### src/hw/rtl/tpvr_pkg.sv
// ----------------------------------------------------------------------------
// tpvr_pkg
// Shared types and constants of the text and pixel video renderer.
// ----------------------------------------------------------------------------
package tpvr_pkg;

    typedef enum logic [2:0] {
        REQ_RENDER    = 3'd0,
        REQ_FB        = 3'd1,
        REQ_CHAR      = 3'd2,
        REQ_ATTR      = 3'd3,
        REQ_TILE_ROW  = 3'd4,
        REQ_TILE_FLAG = 3'd5,
        REQ_FONT      = 3'd6,
        REQ_PALETTE   = 3'd7
    } t_req;

    // display modes; codes above MODE_T80_COLOUR behave as text40 mono
    localparam logic [2:0] MODE_PIXEL      = 3'd0;
    localparam logic [2:0] MODE_T40_MONO   = 3'd1;
    localparam logic [2:0] MODE_T40_COLOUR = 3'd2;
    localparam logic [2:0] MODE_T80_MONO   = 3'd3;
    localparam logic [2:0] MODE_T80_COLOUR = 3'd4;

    // register index, taken from paddr[2]
    localparam logic REG_IDX_MODE = 1'b0;

    localparam int PIX_DEPTH   = 76800;
    localparam int MAP_DEPTH   = 4800;
    localparam int GLYPH_DEPTH = 2048;
    localparam int TILE_COUNT  = 256;
    localparam int PAL_DEPTH   = 256;
    localparam int QUEUE_DEPTH = 4;

    localparam int PIX_AW   = 17;
    localparam int MAP_AW   = 13;
    localparam int GLYPH_AW = 11;
    localparam int CODE_AW  = 8;

    localparam logic [7:0] ATTR_FG_MASK = 8'h07;
    localparam logic [7:0] ATTR_SWAP    = 8'h80;
    localparam logic [6:0] COLS_WIDE    = 7'd80;
    localparam logic [6:0] COLS_NARROW  = 7'd40;

    // one classified beat as it waits between front and back
    typedef struct packed {
        t_req        req;
        logic        blank;     // render outside the raster
        logic        pix_mode;
        logic        colour;
        logic        in_range;  // map or framebuffer index is valid
        logic [16:0] addr;
        logic [7:0]  value;
        logic [7:0]  code;
        logic [2:0]  line;      // glyph row, also sub-row of a render
        logic [2:0]  bitpos;
        logic [23:0] cword;
    } t_qent;

    typedef struct packed {
        logic empty;
        logic full;
    } t_qstat;

endpackage

### src/hw/rtl/tpvr_front.sv
// ----------------------------------------------------------------------------
// tpvr_front
// Classifies an incoming beat: decodes the display mode, checks the raster,
// and forms the framebuffer or character map index of a render.
// ----------------------------------------------------------------------------
module tpvr_front import tpvr_pkg::*; #(
    parameter int OUT_WIDTH  = 640,
    parameter int FB_COLS    = 320,
    parameter int OUT_HEIGHT = 480
) (
    input  logic [2:0]  i_mode,
    input  logic [2:0]  i_req_type,
    input  logic [9:0]  i_pos_x,
    input  logic [8:0]  i_pos_y,
    input  logic [16:0] i_store_address,
    input  logic [7:0]  i_byte_value,
    input  logic [7:0]  i_glyph_code,
    input  logic [2:0]  i_glyph_line,
    input  logic [23:0] i_colour_word,
    output t_qent       o_entry
);

    logic        in_raster;
    logic        pix_m;
    logic        wide;
    logic        colour_m;
    logic [8:0]  px_lx;
    logic [7:0]  px_ly;
    logic [18:0] px_idx;
    logic        px_ok;
    logic [9:0]  t_lx;
    logic [8:0]  t_ly;
    logic [6:0]  t_col;
    logic [5:0]  t_row;
    logic [6:0]  cols;
    logic [12:0] t_idx;
    logic        t_ok;
    logic        wr_ok;
    t_req        req;

    assign req = t_req'(i_req_type);

    always_comb begin
        pix_m    = 1'b0;
        wide     = 1'b0;
        colour_m = 1'b0;
        unique case (i_mode)
            MODE_PIXEL: begin
                pix_m = 1'b1;
            end
            MODE_T40_COLOUR: begin
                colour_m = 1'b1;
            end
            MODE_T80_MONO: begin
                wide = 1'b1;
            end
            MODE_T80_COLOUR: begin
                wide     = 1'b1;
                colour_m = 1'b1;
            end
            default: begin
            end
        endcase
    end

    assign in_raster = (11'(i_pos_x) < 11'(OUT_WIDTH)) && (10'(i_pos_y) < 10'(OUT_HEIGHT));

    // pixel mode: framebuffer doubled in both directions
    assign px_lx  = i_pos_x[9:1];
    assign px_ly  = i_pos_y[8:1];
    assign px_idx = 19'(px_ly) * 19'(FB_COLS) + 19'(px_lx);
    assign px_ok  = (10'(px_lx) < 10'(FB_COLS)) && (px_idx < 19'(PIX_DEPTH));

    // text modes: 8x8 cells, doubled in text40
    assign t_lx  = wide ? i_pos_x : {1'b0, i_pos_x[9:1]};
    assign t_ly  = wide ? i_pos_y : {1'b0, i_pos_y[8:1]};
    assign t_col = t_lx[9:3];
    assign t_row = t_ly[8:3];
    assign cols  = wide ? COLS_WIDE : COLS_NARROW;
    assign t_idx = 13'(t_row) * 13'(cols) + 13'(t_col);
    assign t_ok  = (t_col < cols) && (t_idx < 13'(MAP_DEPTH));

    always_comb begin
        case (req)
            REQ_FB:                wr_ok = i_store_address < 17'(PIX_DEPTH);
            REQ_CHAR, REQ_ATTR:    wr_ok = i_store_address < 17'(MAP_DEPTH);
            default:               wr_ok = 1'b1;
        endcase
    end

    always_comb begin
        o_entry.req      = req;
        o_entry.blank    = !in_raster;
        o_entry.pix_mode = pix_m;
        o_entry.colour   = colour_m;
        o_entry.value    = i_byte_value;
        o_entry.code     = i_glyph_code;
        o_entry.bitpos   = t_lx[2:0];
        o_entry.cword    = i_colour_word;
        if (req == REQ_RENDER) begin
            o_entry.in_range = pix_m ? px_ok : t_ok;
            o_entry.addr     = pix_m ? px_idx[16:0] : 17'(t_idx);
            o_entry.line     = t_ly[2:0];
        end else begin
            o_entry.in_range = wr_ok;
            o_entry.addr     = i_store_address;
            o_entry.line     = i_glyph_line;
        end
    end

endmodule

### config.mk
export PLATFORM = sky130hd
export DESIGN_NAME = tpvr_front
export DESIGN_NICKNAME = d
export VERILOG_FILES = /design/src/hw/rtl/tpvr_pkg.sv /design/src/hw/rtl/tpvr_front.sv
export SDC_FILE = /design/constraint.sdc
export NUM_CORES = 1
export LEC_CHECK = 0
export ABC_CLOCK_PERIOD_IN_PS = 6150
export BUFFER_PORTS_ARGS = -buffer_cell sky130_fd_sc_hd__buf_2
export CAP_MARGIN = 20
export CELL_PAD_IN_SITES_DETAIL_PLACEMENT = 0
export CELL_PAD_IN_SITES_GLOBAL_PLACEMENT = 2
export CORE_MARGIN = 2
export CORE_UTILIZATION = 20
export DETAILED_ROUTE_END_ITERATION = 7
export PLACE_DENSITY = 0.89
export SYNTH_ARGS = -nofsm -noshare
export SYNTH_HDL_FRONTEND = slang
export SYNTH_SLANG_ARGS = --single-unit
export TNS_END_PERCENT = 100
### constraint.sdc
create_clock -name vclk -period 6.15
set_input_delay 1.23 -clock vclk [all_inputs]
set_output_delay 1.23 -clock vclk [all_outputs]
set_load 0.05 [all_outputs]
* Word level (Yosys, flattened, before mapping)
Cells that the tools add are included.
** Storage, ports and cells
- Logic and storage cells :: 38
- Output and inout bits :: 70
- Bits in registers :: 0
** Cells by class
- $lt $le $gt $ge :: 8
- Multiply operators :: 2
- Add/sub/neg operators :: 2
- Multiplexer cells :: 11
- Equality and inequality tests :: 6
- Reductions and logical operators :: 9
** Operators by type and width (count)
- 17-bit by 9-bit adder with 18-bit output :: 1
- 18-bit by 17-bit less-than comparator with 1-bit output, second input constant :: 1
- 9-bit less-than comparator, second input constant :: 2
- 18-bit two-way mux :: 1
- 17-bit by 13-bit less-than comparator with 1-bit output, second input constant :: 1
- 17-bit less-than comparator, second input constant :: 1
- 17-bit two-way mux :: 1
- 13-bit by 7-bit adder with 13-bit output :: 1
- 13-bit less-than comparator, second input constant :: 1
- 6-bit by 7-bit multiplier with 13-bit output :: 1
- 3-bit by 2-bit equality test with 1-bit output, second input constant :: 4
- 8-bit by 3-bit multiplier with 11-bit output, second input constant :: 1
- 10-bit less-than comparator, second input constant :: 1
- 10-bit two-way mux :: 1
- 9-bit two-way mux :: 1
- 7-bit less-than comparator :: 1
- 7-bit two-way mux :: 1
- 3-bit zero test :: 2
- 2-bit OR reduction :: 3
- 1-bit two-way mux :: 4
- 3-bit by 1-bit equality test with 1-bit output, second input constant :: 1
- 3-bit equality test, second input constant :: 1
- 1-bit logical AND :: 3
- 3-bit two-way mux :: 1
- 2 further kinds :: 2

* Logic depth before layout (Yosys ltp)
- Depth after elaboration :: 10
- Gate-level depth with buffers :: 19
- Depth with buffers taken out :: 18

* Worst setup path before layout
No wires, ideal clock.
- Path type :: input port to output port
- From :: input port i_mode[0]
- To :: output port o_entry[58] (netlist bit)
- Data arrival time :: 5.802 ns
- Cell stages on the path :: 18
- Slack :: -0.882 ns
- Cell sequence :: nand2_1 o21ai_1 clkbuf_1 nor2_1 ha_1 inv_1 fa_1 inv_1 fa_1 ha_1 ha_1 o21ai_0 a21oi_1 o21ai_0 o21ai_0 xnor2_1 a21oi_1 o21ai_0
** RTL lines
- from (decl) :: line tpvr_front.sv:11 : input logic [2:0] i_mode,
- to (decl) :: line tpvr_front.sv:20 : output t_qent o_entry

==> flow_summary.toml <==
[run_status]
outcome = "complete, but fails checks"
violations = "setup timing"

[die]
num_io_pins = 155
die_w_um = 115
num_rows = 40
design.die.area_mm2 = 0.0133
start_util_pct = 20.5
die_h_um = 115
core-area_mm2 = 0.0121

[layout]
clock_buffers = 0
n_sequential_cell = 0
antenna_cells = 0
num-fill-cells = 1328
drive_above_1_share_pct = 40.4
regArea_um2 = 0
layout-area-overhead-vs-synth_pct = 29.8
multi_input_area_mm2 = 0.00224
fin_cells = 562
final_nets = 532

[grt]
grt_pass1_vias = 2533
grt.overflow.total = 0
grt_max_degree = 28
grt_usage_pct = 10.8
grt_pass1_wl_um = 11900
antenna_found_initial = 0

[drt]
drt_iter0_drc = 101
dr.pass1.iters = 5
post_drt_wl_per_cell_um = 13.5
drc = 0
avgViaCountPerCell = 4.38
drt-total-wl_um = 7590
final_antenna_net_count = 0
vias = 2459

[power_and_ir_drop]
peakVddDrop_mv = 0.0655
p_per_area_mw_per_mm2 = 174
fin_total_pwr_uw = 560
power.leakage_nw = 1.53

[timing]
hold-worst-slack_ns = 2.46
setup-violations-final = 2
min_period_over_period_pct = 102
tightest_slew_ns = 0.869
layout_setup_ws_ns = -0.145
min_period_ns = 6.29
rsz0062_at_grt = "yes"
report.final.slew_viol_count = 0
hold_viol = 0
clock.fmax_mhz = 159
max-slew-margin-rel_pct = 42.1

[logic_synthesis]
synth_area_per_cell_um2 = 7.16
synth_top_area_cell = "ha_1"
syn_inst = 346
synthTopCellsByCount = "buf_4, ha_1, nand2_1"
syn_area_mm2 = 0.00248
ys_warn_count = 0
synthDistinctLibCells = 54
synth.most_common_cell = "buf_4"
ys_seq_area_share_pct = 0
synthDominantCellAreaShare_pct = 21.7
synthTopCellsByArea = "ha_1, buf_4, fa_1"

[worst_setup_path]
path_delay_family = "adder cells"
crit_path_max_fanout = 7
path_buf_inv = 4
slowest_stage = "fa_1"
cp-startpoint = "i_mode[1]"
crit_top_cell = "ha_1"
cp-end-kind = "primary output"
required_ns = 4.92
crit_chain = "buf_12 > nand2_8 > o21ai_4 > buf_6 > mux2_2 > ha_1 > ha_1 > ha_1 > inv_1 > fa_1 > nand2b_4 > a21oi_2 > o21ai_1 > nor2b_2 > xnor2_2 > o311a_1 > o31ai_4 > buf_6"
critPathMaxStageDelay_ns = 0.45
cp-start-kind = "input pin"
path_class = "input pin to primary output"
arrival_ns = 5.06

[placed_design]
hpwl_um = 6450
gp_congestion = 0.806
io_buffers = 75
post-place-ws_ns = -0.447
placed_cells = 557

[worst_hold_path]
holdPathStages = 0
hold_path_class = "input pin to primary output"
holdPathEnd = "o_entry[0]"
hp-start = "i_colour_word[0]"

[job]
max_cap_violations = 0

[cts]
ctsHoldBuffers = 0
-- routing by layer --
layer	vias to the layer above	part of all wire (%)	global-route usage, %
met2	40	52	20.7
met5	-	0	0
met4	0	0.62	0.803
met1	1154	44	13.7
li1	1259	-	-
met3	6	3.6	0.843
-- kinds of logic (layout without fill, tap and decap cells) --
logic type	Yosys count	in the layout	synth area share, %
and+or+nand+nor	103	103	19.8
AOI/OAI and AO/OA	83	83	21.5
other	2	3	0.303
buffers and inverters	78	125	18.8
adders and majority gates	51	51	28.2
muxes	13	13	5.66
xor gates and xnor gates	16	16	5.66
-- layout by cell type (no fill, tap or decap), drive strengths merged, types with 3 or more instances in the layout --
cell type,count
buf,105
ha,43
nand2,38
nor2,28
o21ai,27
inv,19
a21oi,19
xnor2,13
mux2,8
fa,8
nor2b,7
and2,6
a31oi,6
mux2i,5
a21o,5
o21a,4
nand3,4
a211oi,4
or2,3
xor2,3
nor4,3
o211ai,3
conb,3
or3,3
nand2b,3
o311a,3
o31ai,3
-- layout make-up --
cell class                 instances  area share, %
timing repair buffer             105           21.3
inverter                          20           2.34
tap                              168           6.54
multi-input combinational        269           69.8
-- through the flow --
stage | util, % | cell area (um2) | setup TNS [ns]
CTS | 25.9 | 3120 | -0.230
detailed placement | 24.7 | 2980 | -1.10
floorplan | - | 2620 | -0.160
finish | 26.6 | 3210 | -0.180
global route | 26.6 | 3210 | -0.603
global placement | 24.7 | 2980 | -0.736
-- power breakdown --
group | internal (mW) | switching, mW | total, mW
clock network | 0 | 0 | 0
logic | 0.261 | 0.299 | 0.560
registers | 0 | 0 | 0
-- how the worst max path moves through the flow --
stage,cells past startpoint,slack [ns],endpoint
after floorplan,17,-0.09,o_entry[63]
after global placement,19,-0.38,o_entry[63]
after detailed placement,19,-0.45,o_entry[63]
after CTS,18,-0.22,o_entry[63]
after global routing,18,-0.27,o_entry[63]
final,18,-0.14,o_entry[63]
-- repair_timing --
| action | in CTS | in global routing |
|---|---|---|
| endpoints found under the setup margin | 6 | 6 |
| setup buffers | 5 | 1 |
| resized for setup | 30 | 19 |
| endpoints found under the hold margin | 0 | 0 |
| pin swaps | 24 | 9 |
No activity file was read; power rests on OpenSTA's default activity.
