[src/hw/rtl/tpvr_pkg.sv]
// ----------------------------------------------------------------------------
// tpvr_pkg
// Shared types and constants of the text and pixel video renderer.
// ----------------------------------------------------------------------------
package tpvr_pkg;

    typedef enum logic [2:0] {
        REQ_RENDER    = 3'd0,
        REQ_FB        = 3'd1,
        REQ_CHAR      = 3'd2,
        REQ_ATTR      = 3'd3,
        REQ_TILE_ROW  = 3'd4,
        REQ_TILE_FLAG = 3'd5,
        REQ_FONT      = 3'd6,
        REQ_PALETTE   = 3'd7
    } t_req;

    // display modes; codes above MODE_T80_COLOUR behave as text40 mono
    localparam logic [2:0] MODE_PIXEL      = 3'd0;
    localparam logic [2:0] MODE_T40_MONO   = 3'd1;
    localparam logic [2:0] MODE_T40_COLOUR = 3'd2;
    localparam logic [2:0] MODE_T80_MONO   = 3'd3;
    localparam logic [2:0] MODE_T80_COLOUR = 3'd4;

    // register index, taken from paddr[2]
    localparam logic REG_IDX_MODE = 1'b0;

    localparam int PIX_DEPTH   = 76800;
    localparam int MAP_DEPTH   = 4800;
    localparam int GLYPH_DEPTH = 2048;
    localparam int TILE_COUNT  = 256;
    localparam int PAL_DEPTH   = 256;
    localparam int QUEUE_DEPTH = 4;

    localparam int PIX_AW   = 17;
    localparam int MAP_AW   = 13;
    localparam int GLYPH_AW = 11;
    localparam int CODE_AW  = 8;

    localparam logic [7:0] ATTR_FG_MASK = 8'h07;
    localparam logic [7:0] ATTR_SWAP    = 8'h80;
    localparam logic [6:0] COLS_WIDE    = 7'd80;
    localparam logic [6:0] COLS_NARROW  = 7'd40;

    // one classified beat as it waits between front and back
    typedef struct packed {
        t_req        req;
        logic        blank;     // render outside the raster
        logic        pix_mode;
        logic        colour;
        logic        in_range;  // map or framebuffer index is valid
        logic [16:0] addr;
        logic [7:0]  value;
        logic [7:0]  code;
        logic [2:0]  line;      // glyph row, also sub-row of a render
        logic [2:0]  bitpos;
        logic [23:0] cword;
    } t_qent;

    typedef struct packed {
        logic empty;
        logic full;
    } t_qstat;

endpackage

[src/hw/rtl/tpvr_queue.sv]
// ----------------------------------------------------------------------------
// tpvr_queue
// Short flop-based queue that decouples the front from the back.
// ----------------------------------------------------------------------------
module tpvr_queue import tpvr_pkg::*; (
    input  logic   i_clk,
    input  logic   i_rst_n,
    input  logic   i_push,
    input  t_qent  i_entry,
    input  logic   i_pop,
    output t_qent  o_head,
    output t_qstat o_stat
);

    localparam int PW = $clog2(QUEUE_DEPTH);

    t_qent         r_mem [QUEUE_DEPTH];
    logic [PW-1:0] r_wr;
    logic [PW-1:0] r_rd;
    logic [PW:0]   r_count;
    logic [PW:0]   n_count;

    always_comb begin
        case ({i_push, i_pop})
            2'b10:   n_count = r_count + 1'b1;
            2'b01:   n_count = r_count - 1'b1;
            default: n_count = r_count;
        endcase
    end

    always_ff @(posedge i_clk) begin
        if (!i_rst_n) begin
            r_wr    <= '0;
            r_rd    <= '0;
            r_count <= '0;
        end else begin
            if (i_push) begin
                r_wr <= r_wr + 1'b1;
            end
            if (i_pop) begin
                r_rd <= r_rd + 1'b1;
            end
            r_count <= n_count;
        end
    end

    always_ff @(posedge i_clk) begin
        if (i_push) begin
            r_mem[r_wr] <= i_entry;
        end
    end

    assign o_head       = r_mem[r_rd];
    assign o_stat.empty = (r_count == '0);
    assign o_stat.full  = (r_count == (PW+1)'(QUEUE_DEPTH));

endmodule

[config.mk]
export PLATFORM = sky130hd
export DESIGN_NAME = tpvr_queue
export DESIGN_NICKNAME = d
export VERILOG_FILES = /design/src/hw/rtl/tpvr_pkg.sv /design/src/hw/rtl/tpvr_queue.sv
export SDC_FILE = /design/constraint.sdc
export NUM_CORES = 1
export LEC_CHECK = 0
export BUFFER_PORTS_ARGS = -buffer_cell sky130_fd_sc_hd__buf_2
export CORE_ASPECT_RATIO = 0.8
export CORE_MARGIN = 2
export CORE_UTILIZATION = 25
export DETAILED_ROUTE_END_ITERATION = 12
export HOLD_SLACK_MARGIN = 0.1
export PLACE_DENSITY = 0.45
export SLEW_MARGIN = 20
export SYNTH_ARGS = -nofsm -noshare
export SYNTH_HDL_FRONTEND = slang
export SYNTH_SLANG_ARGS = --single-unit
[constraint.sdc]
create_clock -name i_clk -period 3.2 [get_ports i_clk]
set_clock_uncertainty 0.1 [all_clocks]
set_input_delay 0.64 -clock i_clk [delete_from_list [all_inputs] [get_ports i_clk]]
set_output_delay 0.64 -clock i_clk [all_outputs]
set_load 0.01 [all_outputs]
# Yosys cells after proc, flatten, opt, wreduce, memory -nomap -nowiden
# Memories as Yosys holds them, arrays and structs flattened. A register that Yosys moved wholly into a read port is not among the register bits.
# Cells that the tools add are included.
# word_totals
n_memories,1
reg_bits,7
mem_bits_rw,280
in_bits,74
# mem_list
memory,depth,width,rd,rd_clocked_by_memory_dff,write_ports,line_no,source
r_mem,4,70,1,1,1,tpvr_queue.sv:17,t_qent r_mem [QUEUE_DEPTH];
# classes
muxes,5
n_addsub,4
n_reduce_logical,2
n_eq_ne,3
# ops
cell,count
case mux 3 bit (2 select lines),1
"adder 2 x 1 -> 2 bit, second input constant",2
two-way mux 2 bit,2
"adder 3 x 1 -> 3 bit, second input constant",1
"== test 3 bit, second input constant",1
zero test 3 bit,1
"subtractor 3 x 1 -> 3 bit, second input constant",1
"== test 2 x 1 -> 1 bit, second input constant",1
"== test 2 bit, second input constant",1
two-way mux 1 bit,2
nonzero test 2 bit,1

# Logic depth before layout (Yosys ltp)
# Gate-level depths: netlist of run 1.
# logic_depth
word_depth,3
mapped_depth,7
ltp_nobuf,7

# Worst setup path before layout of run 1
# Ideal clock, no wire load.
# synth_timing
path_kind,input port to flip-flop
startpoint,input port i_push
endpoint,"memory r_mem[0][0] (netlist name), enable pin"
required_ps,2665
arrival_ps,2280
path_slack_ps,384
cell_stages,1
setup_ps,435
path_cell_list,and2_1
# synth_between
elab_chain_cells,2
# synth_rtl
item,line_no,source
start: declaration,tpvr_queue.sv:8,"input logic i_push,"
two-way mux 1 bit,tpvr_queue.sv:48,if (i_push) begin
two-way mux 1 bit (not written as such),tpvr_queue.sv:49,r_mem[r_wr] <= i_entry;
end: declaration,tpvr_queue.sv:17,
# No other way between the ends.

==> results of run 1 <==
==> path summary, 6_finish.rpt <==
path,from,to,slack [ns],cells after the start
worst max-delay path,flop,o_head[49],0.35,3
worst min register to register,r_wr[1],r_wr[1],0.46,2
worst min-delay path,i_entry[7],r_mem[0][7],0.18,1
worst max register to register,r_wr[0],r_mem[0][13],1.41,4
==> per-stage QoR <==
stage                     instances  area, µm²
after detailed placement       1105      12000
after CTS                      1157      12900
after global placement         1105      12000
after global routing           1157      12900
final                          1157      12900
after floorplan                 412      10600
==> power by group through the flow <==
stage	Combinational, mW	Clock (mW)	Sequential, mW
floorplan	0.509	0	4.46
detailed placement	0.839	0	4.49
finish	0.808	3.12	4.40
global route	0.885	3.37	4.42
global placement	0.824	0	4.47
CTS	0.841	3.23	4.41
==> cell families after synthesis <==
group | count (synthesis) | share of synthesized area
compound gates | 3 | 0.00165
buf+inv | 22 | 0.0200
xor+xnor | 5 | 0.00412
fa+ha+maj | 6 | 0.00777
mux | 71 | 0.149
flops | 289 | 0.808
simple gates | 16 | 0.00883
==> layout make-up <==
type,instances,area [µm²]
timing repair buffer,157,903
tap,552,691
fill,4086,29000
sequential,289,8600
multi-input combinational,101,1830
inverter,6,22.5
clock buffer,37,798
clock inverter,15,71.3
==> registers in the layout, indices dropped and copies added (netlist names), named ones only <==
name     flops
r_count      3
r_mem      280
r_wr         2
r_rd         2
==> placed cells by master (no fill, tap or decap), drive strengths merged <==
cell type    n
a21boi       1
and2        10
and3         1
buf        157
clkbuf      37
clkinv      13
clkinvlp     1
dfxtp        9
edfxtp     280
fa           1
ha           5
inv          7
mux2i        1
mux4        70
nand2        2
nor2b        1
nor3         1
o21ai        2
or3          1
xnor2        2
xor2         3
==> layer usage <==
metal,vias to the layer above,wire [µm]
li1,2099,-
met5,-,34
met4,6,491
met3,45,1200
met1,2555,9250
met2,103,10800
==> worst register-to-register path, delay by kind of cell (launching register included) <==
family | cells | cell delay [ns]
buf+inv | 2 | 0.49
flops | 1 | 0.35
simple gates | 1 | 0.35
fa+ha+maj | 1 | 0.15
==> reports/qor.txt, run 1 <==
status: complete, no violations
Reg clk slew, reported paths: 0.06 ns
Switch Pwr: 1.86 mW
EDFF count, synth: 280
DR DRC count: 0
# Post-CTS Setup Buffers: 0
maximum vdd drop: 366 µV
CTS Hold Bufs: 0
WL/cell: 18.8 µm
vias in the first global route: 5443
Min Hold Slack: 0.182 ns
Setup CP Type: reg -> out
Placer Congestion: 0.689
First-pass DRT Iterations: 4
busiest grt layer: met2
clock root cell: clkbuf_16
clk_lat worst skew: 0.57 ns
flops & latches, synth: 289
final worst path period need: 2.85 ns
share of layout cells above drive strength 1: 0.448
Leak Pwr: 4.25 nW
Post-DP HPWL: 13.3 mm
share of the synthesized area in the top cell type: 0.791
Core ar.: 0.0419 mm²
Vert. Die Dim: 188 µm
fin worst setup slack: 0.348 ns
Crit path largest cell delay: 0.60 ns
Final Util: 0.308
element type at the critical path end: output pin
M2 GR Usage: 0.168
post-DR vias/cell: 4.16
pre-CTS setup slack: 0.879 ns
Synth cell types: 21
final hold violation count: 0
met3 usage: 0.0291
clock share of power: 0.374
most common cell in the synthesized netlist: edfxtp_1
grt met1 use: 0.124
Tot GR Track Use: 0.0988
YS warnings: 0
Area Growth Syn to Fin: 21.6%
worst slew pin tran: 0.482 ns
Async SR Flop Fraction: 0
Cell Chain, Critical Path: buf_12 > mux4_2 > buf_2
CTS Buf Count: 30
# Max-Cap Violations: 0
Period Utilization, post-route: 0.891
Routed WL: 21.8 mm
vias: 4808
Top Ports: 146
CP Launch Type: flop
ant diodes: 0
leading area contributor after synthesis: edfxtp_1
largest net degree at the start of global routing: 37
Worst Path Max Fanout: 30
total power: 8.33 mW
most frequent cells after synthesis: edfxtp_1 (280), mux4_2 (70), and2_1 (10)
PD cells: 645 mW/mm²
TritonCTS clock tree: built
CTS sink cnt: 289
IO Port Bufs: 145
Area contributors post-synth: edfxtp_1 (79%), mux4_2 (15%), dfxtp_1 (1.7%)
critical path arrival: 2.11 ns
fmax: 351 MHz
Rows: 67
Power Internal: 6.47 mW
initial drt markers: 158
WP buf/inv: 2
Synthesized Nets: 492
number of gates resized after CTS: 0
Slew HR: 0.678
Post-Syn Instances: 412
die width: 234 µm
Gate power share: 0.097
final setup violation count: 0
starting density of the core: 0.253
setup TNS: 0 ns
delay-heaviest family, CP: multiplexers
Mapped Area: 0.0106 mm²
Flop pwr share: 0.529
# nets final: 665
RSZ-0062 raised after global routing: false
crit path max-delay cell type: mux4_2
first-pass GRT wire length: 32.9 mm
antenna viol nets, final: 0
Clock Tree Buf Depth: 3
htree depth: 1
Mean Syn Cell Area: 25.8 µm²
register area share after synthesis: 0.808
initial antenna violation count: 3
ys flop type: edfxtp_1
die footprint: 0.0442 mm²
GRT Residual Overflow: 0
Worst EP required: 2.46 ns
Sw Share: 0.223
worst min-delay path class: in -> reg
Final Max Tran Viols: 0
Note: power is estimated with default switching activity, not from simulation.
==> run 2, diff against run 1 <==
PLACE_DENSITY = not set   (was 0.45)
==> reports/qor.txt, run 2 (synthesis gave the netlist of run 1 again) <==
fillers: 4056 (was 4086)
clk_lat worst skew: 0.55 ns (was 0.57 ns)
Slew HR: 0.660 (was 0.678)
Period Utilization, post-route: 0.869 (was 0.891)
clock share of power: 0.380 (was 0.374)
Top Ports: 146 (unchanged)
starting density of the core: 0.253 (unchanged)
Finished Cell Area: 0.0130 mm² (was 0.0129 mm²)
final setup violation count: 0 (unchanged)
htree depth: 1 (unchanged)
die footprint: 0.0442 mm² (unchanged)
WL/cell: 17.7 µm (was 18.8 µm)
PD cells: 647 mW/mm² (was 645 mW/mm²)
vias in the first global route: 5142 (was 5443)
commonest non-fill, non-tap cell in the layout: edfxtp_1 (unchanged)
Post-DP HPWL: 13.0 mm (was 13.3 mm)
Biggest register: r_mem (unchanged)
setup TNS: 0 ns (unchanged)
critical path arrival: 2.04 ns (was 2.11 ns)
Vert. Die Dim: 188 µm (unchanged)
FF+latch area: 0.00860 mm² (unchanged)
most frequent cells in the layout: edfxtp_1 (280), buf_2 (145), mux4_2 (70), clkbuf_16 (29) (was edfxtp_1 (280), buf_2 (145), mux4_2 (70), clkbuf_16 (31), clkinv_1 (8))
number of gates resized after CTS: 0 (unchanged)
# Post-CTS Setup Buffers: 0 (unchanged)
clock root cell: clkbuf_16 (unchanged)
Leak Pwr: 4.26 nW (was 4.25 nW)
Reg clk slew, reported paths: 0.06 ns (about the same)
worst min-delay path class: in -> reg (unchanged)
Clock Tree Buf Depth: 3 (unchanged)
Power Internal: 6.54 mW (was 6.47 mW)
CTS Hold Bufs: 0 (unchanged)
CTS sink cnt: 289 (unchanged)
vias: 4708 (was 4808)
Worst EP required: 2.46 ns (about the same)
Rows: 67 (unchanged)
Tot GR Track Use: 0.0931 (was 0.0988)
Core ar.: 0.0419 mm² (unchanged)
number of flip-flops in the largest register: 280 (unchanged)
antenna viol nets, final: 0 (unchanged)
DR DRC count: 0 (unchanged)
CTS Buf Count: 29 (was 30)
First-pass DRT Iterations: 6 (was 4)
status: complete, no violations (unchanged)
Placer Congestion: 0.653 (was 0.689)
Cell Chain, Critical Path: buf_12 > mux4_2 > buf_2 (unchanged)
largest net degree at the start of global routing: 40 (was 37)
IO Port Bufs: 145 (unchanged)
Worst Path Max Fanout: 39 (was 30)
fmax: 360 MHz (was 351 MHz)
share of layout cells above drive strength 1: 0.454 (was 0.448)
CP Launch Type: flop (unchanged)
final hold violation count: 0 (unchanged)
Setup CP Type: reg -> out (unchanged)
Crit path largest cell delay: 0.60 ns (about the same)
area of the multi-input gates: 0.00183 mm² (unchanged)
# Max-Cap Violations: 0 (unchanged)
initial drt markers: 312 (was 158)
die width: 234 µm (unchanged)
Area Growth Syn to Fin: 22.0% (was 21.6%)
Largest regs: r_mem (280), r_count (3) (unchanged)
crit path max-delay cell type: mux4_2 (unchanged)
RSZ-0062 raised after global routing: false (unchanged)
Flop pwr share: 0.523 (was 0.529)
# nets final: 666 (was 665)
Final Max Tran Viols: 0 (unchanged)
post-DR vias/cell: 4.06 (was 4.16)
element type at the critical path end: output pin (unchanged)
final worst path period need: 2.78 ns (was 2.85 ns)
GRT Residual Overflow: 0 (unchanged)
maximum vdd drop: 373 µV (was 366 µV)
initial antenna violation count: 2 (was 3)
Switch Pwr: 1.84 mW (was 1.86 mW)
Routed WL: 20.6 mm (was 21.8 mm)
first-pass GRT wire length: 31.0 mm (was 32.9 mm)
Gate power share: 0.097 (about the same)
worst slew pin tran: 0.510 ns (was 0.482 ns)
Final Util: 0.309 (was 0.308)
Sw Share: 0.220 (was 0.223)
TritonCTS clock tree: built (unchanged)
Area after DPL: 0.0121 mm² (was 0.0120 mm²)
[run 2: changes by cell type in the layout (fill, tap and decap cells not counted), sizes merged]
cell,before,now
bufinv,0,2
clkinvlp,1,3
inv,7,8
buf,157,159
clkinv,13,11
clkbuf,37,35
diode,0,1
[run 2: cell type report]
type                    count  area share
diodes                      1    0.000193
clock buffers              35      0.0577
clock inverters            18      0.0114
inverters                   6     0.00174
multi-input cells         101       0.142
flip-flops and latches    289       0.663
well taps                 552      0.0533
repair buffers            159      0.0709
[run 2: path summary, 6_finish.rpt]
check,start,endpoint,slack [ns],cells after the start
setup reg to reg,r_wr[0],r_mem[3][42],1.34,3
hold / removal,i_entry[17],r_mem[2][17],0.20,1
setup / recovery,flop,o_head[66],0.42,3
hold reg to reg,r_count[2],r_count[2],0.44,2
[run 2: worst max-delay path: cells and delay by family (launching register included)]
kind                   cells  cell delay [ns]
multiplexers               1             0.60
buffers and inverters      2             0.45
flip-flops                 1             0.37
[run 2: per-stage QoR]
stage | setup slack, ns | hold WS (ns) | cells | power, mW
2_1_floorplan | 0.384 | 0.373 | 412 | 4.97
3_3_place_gp | 0.953 | 0.390 | 1107 | 5.29
3_5_place_dp | 0.883 | 0.432 | 1107 | 5.31
4_1_cts | 0.348 | 0.159 | 1160 | 8.55
5_1_grt | 0.293 | 0.168 | 1160 | 8.75
6_report | 0.419 | 0.203 | 1161 | 8.39
[run 2: layer usage]
layer | track usage | routed length, µm | vias to the layer above
met5 | 0 | 13 | -
met2 | 0.144 | 9570 | 100
met3 | 0.0275 | 1130 | 29
li1 | - | - | 2104
met4 | 0.0208 | 455 | 2
met1 | 0.129 | 9440 | 2473
[run 2: power groups by stage]
stage               Combinational (mW)  Sequential (mW)  Clock, mW
finish                           0.816             4.38       3.19
global route                     0.895             4.40       3.46
CTS                              0.848             4.39       3.31
floorplan                        0.509             4.46          0
detailed placement               0.845             4.47          0
global placement                 0.834             4.46          0
==> run 3, diff against run 2 <==
CORE_ASPECT_RATIO = 1.2   (was 0.8)
==> reports/qor.txt, run 3 (synthesis gave the netlist of run 1 again) <==
status: complete, no violations (unchanged)
final hold violation count: 0 (unchanged)
largest net degree at the start of global routing: 39 (was 40)
Cell Chain, Critical Path: buf_12 > mux4_2 > buf_2 (unchanged)
Area after DPL: 0.0121 mm² (about the same)
Top Ports: 146 (unchanged)
setup TNS: 0 ns (unchanged)
TritonCTS clock tree: built (unchanged)
Finished Cell Area: 0.0131 mm² (was 0.0130 mm²)
worst hold start: i_entry[7] (was i_entry[17])
Routed WL: 20.6 mm (about the same)
starting density of the core: 0.254 (was 0.253)
vias in the first global route: 5269 (was 5142)
most frequent cells in the layout: edfxtp_1 (280), buf_2 (145), mux4_2 (70), clkbuf_16 (31), buf_12 (8) (was edfxtp_1 (280), buf_2 (145), mux4_2 (70), clkbuf_16 (29))
worst min-delay path class: in -> reg (unchanged)
Period Utilization, post-route: 0.910 (was 0.869)
fillers: 4040 (was 4056)
Rows: 82 (was 67)
post-DR vias/cell: 4.09 (was 4.06)
element type at the critical path end: output pin (unchanged)
Largest regs: r_mem (280), r_count (3) (unchanged)
CTS Buf Count: 31 (was 29)
fmax: 343 MHz (was 360 MHz)
DR DRC count: 0 (unchanged)
final worst path period need: 2.91 ns (was 2.78 ns)
first-pass GRT wire length: 31.2 mm (was 31.0 mm)
CTS Hold Bufs: 0 (unchanged)
vias: 4730 (was 4708)
clock root cell: clkbuf_16 (unchanged)
total power: 8.64 mW (was 8.39 mW)
First-pass DRT Iterations: 4 (was 6)
maximum vdd drop: 481 µV (was 373 µV)
Min Hold Slack: 0.193 ns (was 0.203 ns)
CTS sink cnt: 289 (unchanged)
share of layout cells above drive strength 1: 0.457 (was 0.454)
RSZ-0062 raised after global routing: false (unchanged)
final setup violation count: 0 (unchanged)
htree depth: 1 (unchanged)
Final Util: 0.312 (was 0.309)
PD cells: 662 mW/mm² (was 647 mW/mm²)
Worst EP required: 2.46 ns (about the same)
critical path arrival: 2.17 ns (was 2.04 ns)
Placer Congestion: 0.665 (was 0.653)
Leak Pwr: 4.30 nW (was 4.26 nW)
worst slew pin tran: 0.464 ns (was 0.510 ns)
Area Growth Syn to Fin: 22.8% (was 22.0%)
crit path max-delay cell type: dfxtp_4 (was mux4_2)
die width: 192 µm (was 234 µm)
Crit path largest cell delay: 0.65 ns (was 0.60 ns)
commonest non-fill, non-tap cell in the layout: edfxtp_1 (unchanged)
Vert. Die Dim: 230 µm (was 188 µm)
antenna viol nets, final: 0 (unchanged)
number of flip-flops in the largest register: 280 (unchanged)
# nets final: 667 (was 666)
GRT Residual Overflow: 0 (unchanged)
Post-DP HPWL: 12.8 mm (was 13.0 mm)
Biggest register: r_mem (unchanged)
WP buf/inv: 2 (unchanged)
IO Port Bufs: 145 (unchanged)
Core ar.: 0.0419 mm² (about the same)
# Max-Cap Violations: 0 (unchanged)
CP Launch Type: flop (unchanged)
ant diodes: 0 (was 1)
# Post-CTS Setup Buffers: 0 (unchanged)
Reg clk slew, reported paths: 0.07 ns (was 0.06 ns)
die footprint: 0.0442 mm² (about the same)
Worst Path Max Fanout: 21 (was 39)
initial antenna violation count: 2 (unchanged)
Clock Tree Buf Depth: 3 (unchanged)
clk_lat worst skew: 0.54 ns (was 0.55 ns)
delay-heaviest family, CP: flip-flops (was multiplexers)
Setup CP Type: reg -> out (unchanged)
Slew HR: 0.691 (was 0.660)
reg2reg start: r_wr[0] (unchanged)
WL/cell: 17.8 µm (was 17.7 µm)
Tot GR Track Use: 0.0939 (was 0.0931)
number of gates resized after CTS: 0 (unchanged)
initial drt markers: 232 (was 312)
Final Max Tran Viols: 0 (unchanged)
-- run 3: cell count changes in the layout (fill, tap and decap cells not counted), sizes merged --
| cell | change |
|---|---|
| clkinv | +2 |
| buf | -1 |
| bufinv | +1 |
| clkinvlp | +1 |
| diode | -1 |
| inv | -1 |
-- run 3: cell type report --
cell class,instances,area [µm²],share of cell area
flip-flops and latches,289,8600,0.659
multi-input cells,101,1830,0.141
repair buffers,158,923,0.0707
clock buffers,35,791,0.0606
well taps,546,683,0.0523
clock inverters,21,203,0.0155
inverters,6,22.5,0.00173
-- run 3: final timing paths --
kind,to,slack [ns],cells after the start
hold / removal,r_mem[3][7],0.19,1
hold reg to reg,r_count[2],0.42,2
setup / recovery,o_head[40],0.29,3
setup reg to reg,r_mem[2][3],1.41,4
-- run 3: per-layer routing --
metal	GRT usage	wire (µm)	vias up	part of all wire
li1	-	-	2105	-
met1	0.113	8540	2472	0.41
met2	0.163	10400	119	0.50
met3	0.0258	1270	32	0.062
met4	0.0279	371	2	0.018
met5	0	13	-	0.00063
-- run 3: metrics by stage --
| stage | setup WS, ns | cells |
|---|---|---|
| 3_3_place_gp | 0.802 | 1100 |
| 4_1_cts | 0.184 | 1156 |
| 3_5_place_dp | 0.792 | 1100 |
| 6_report | 0.288 | 1156 |
| 2_1_floorplan | 0.384 | 412 |
| 5_1_grt | 0.102 | 1156 |
-- run 3: worst register-to-register path, stage by stage (launching register included) --
cell and delay [ns]:
dfxtp_1 0.35, inv_1 0.09, ha_1 0.14, and2_4 0.36, buf_4 0.40
-- run 3: power by group --
| part | internal (mW) | switching [mW] |
|---|---|---|
| clock | 2.02 | 1.41 |
| sequential | 4.34 | 0.0647 |
| combinational | 0.381 | 0.419 |
| total | 6.74 | 1.89 |
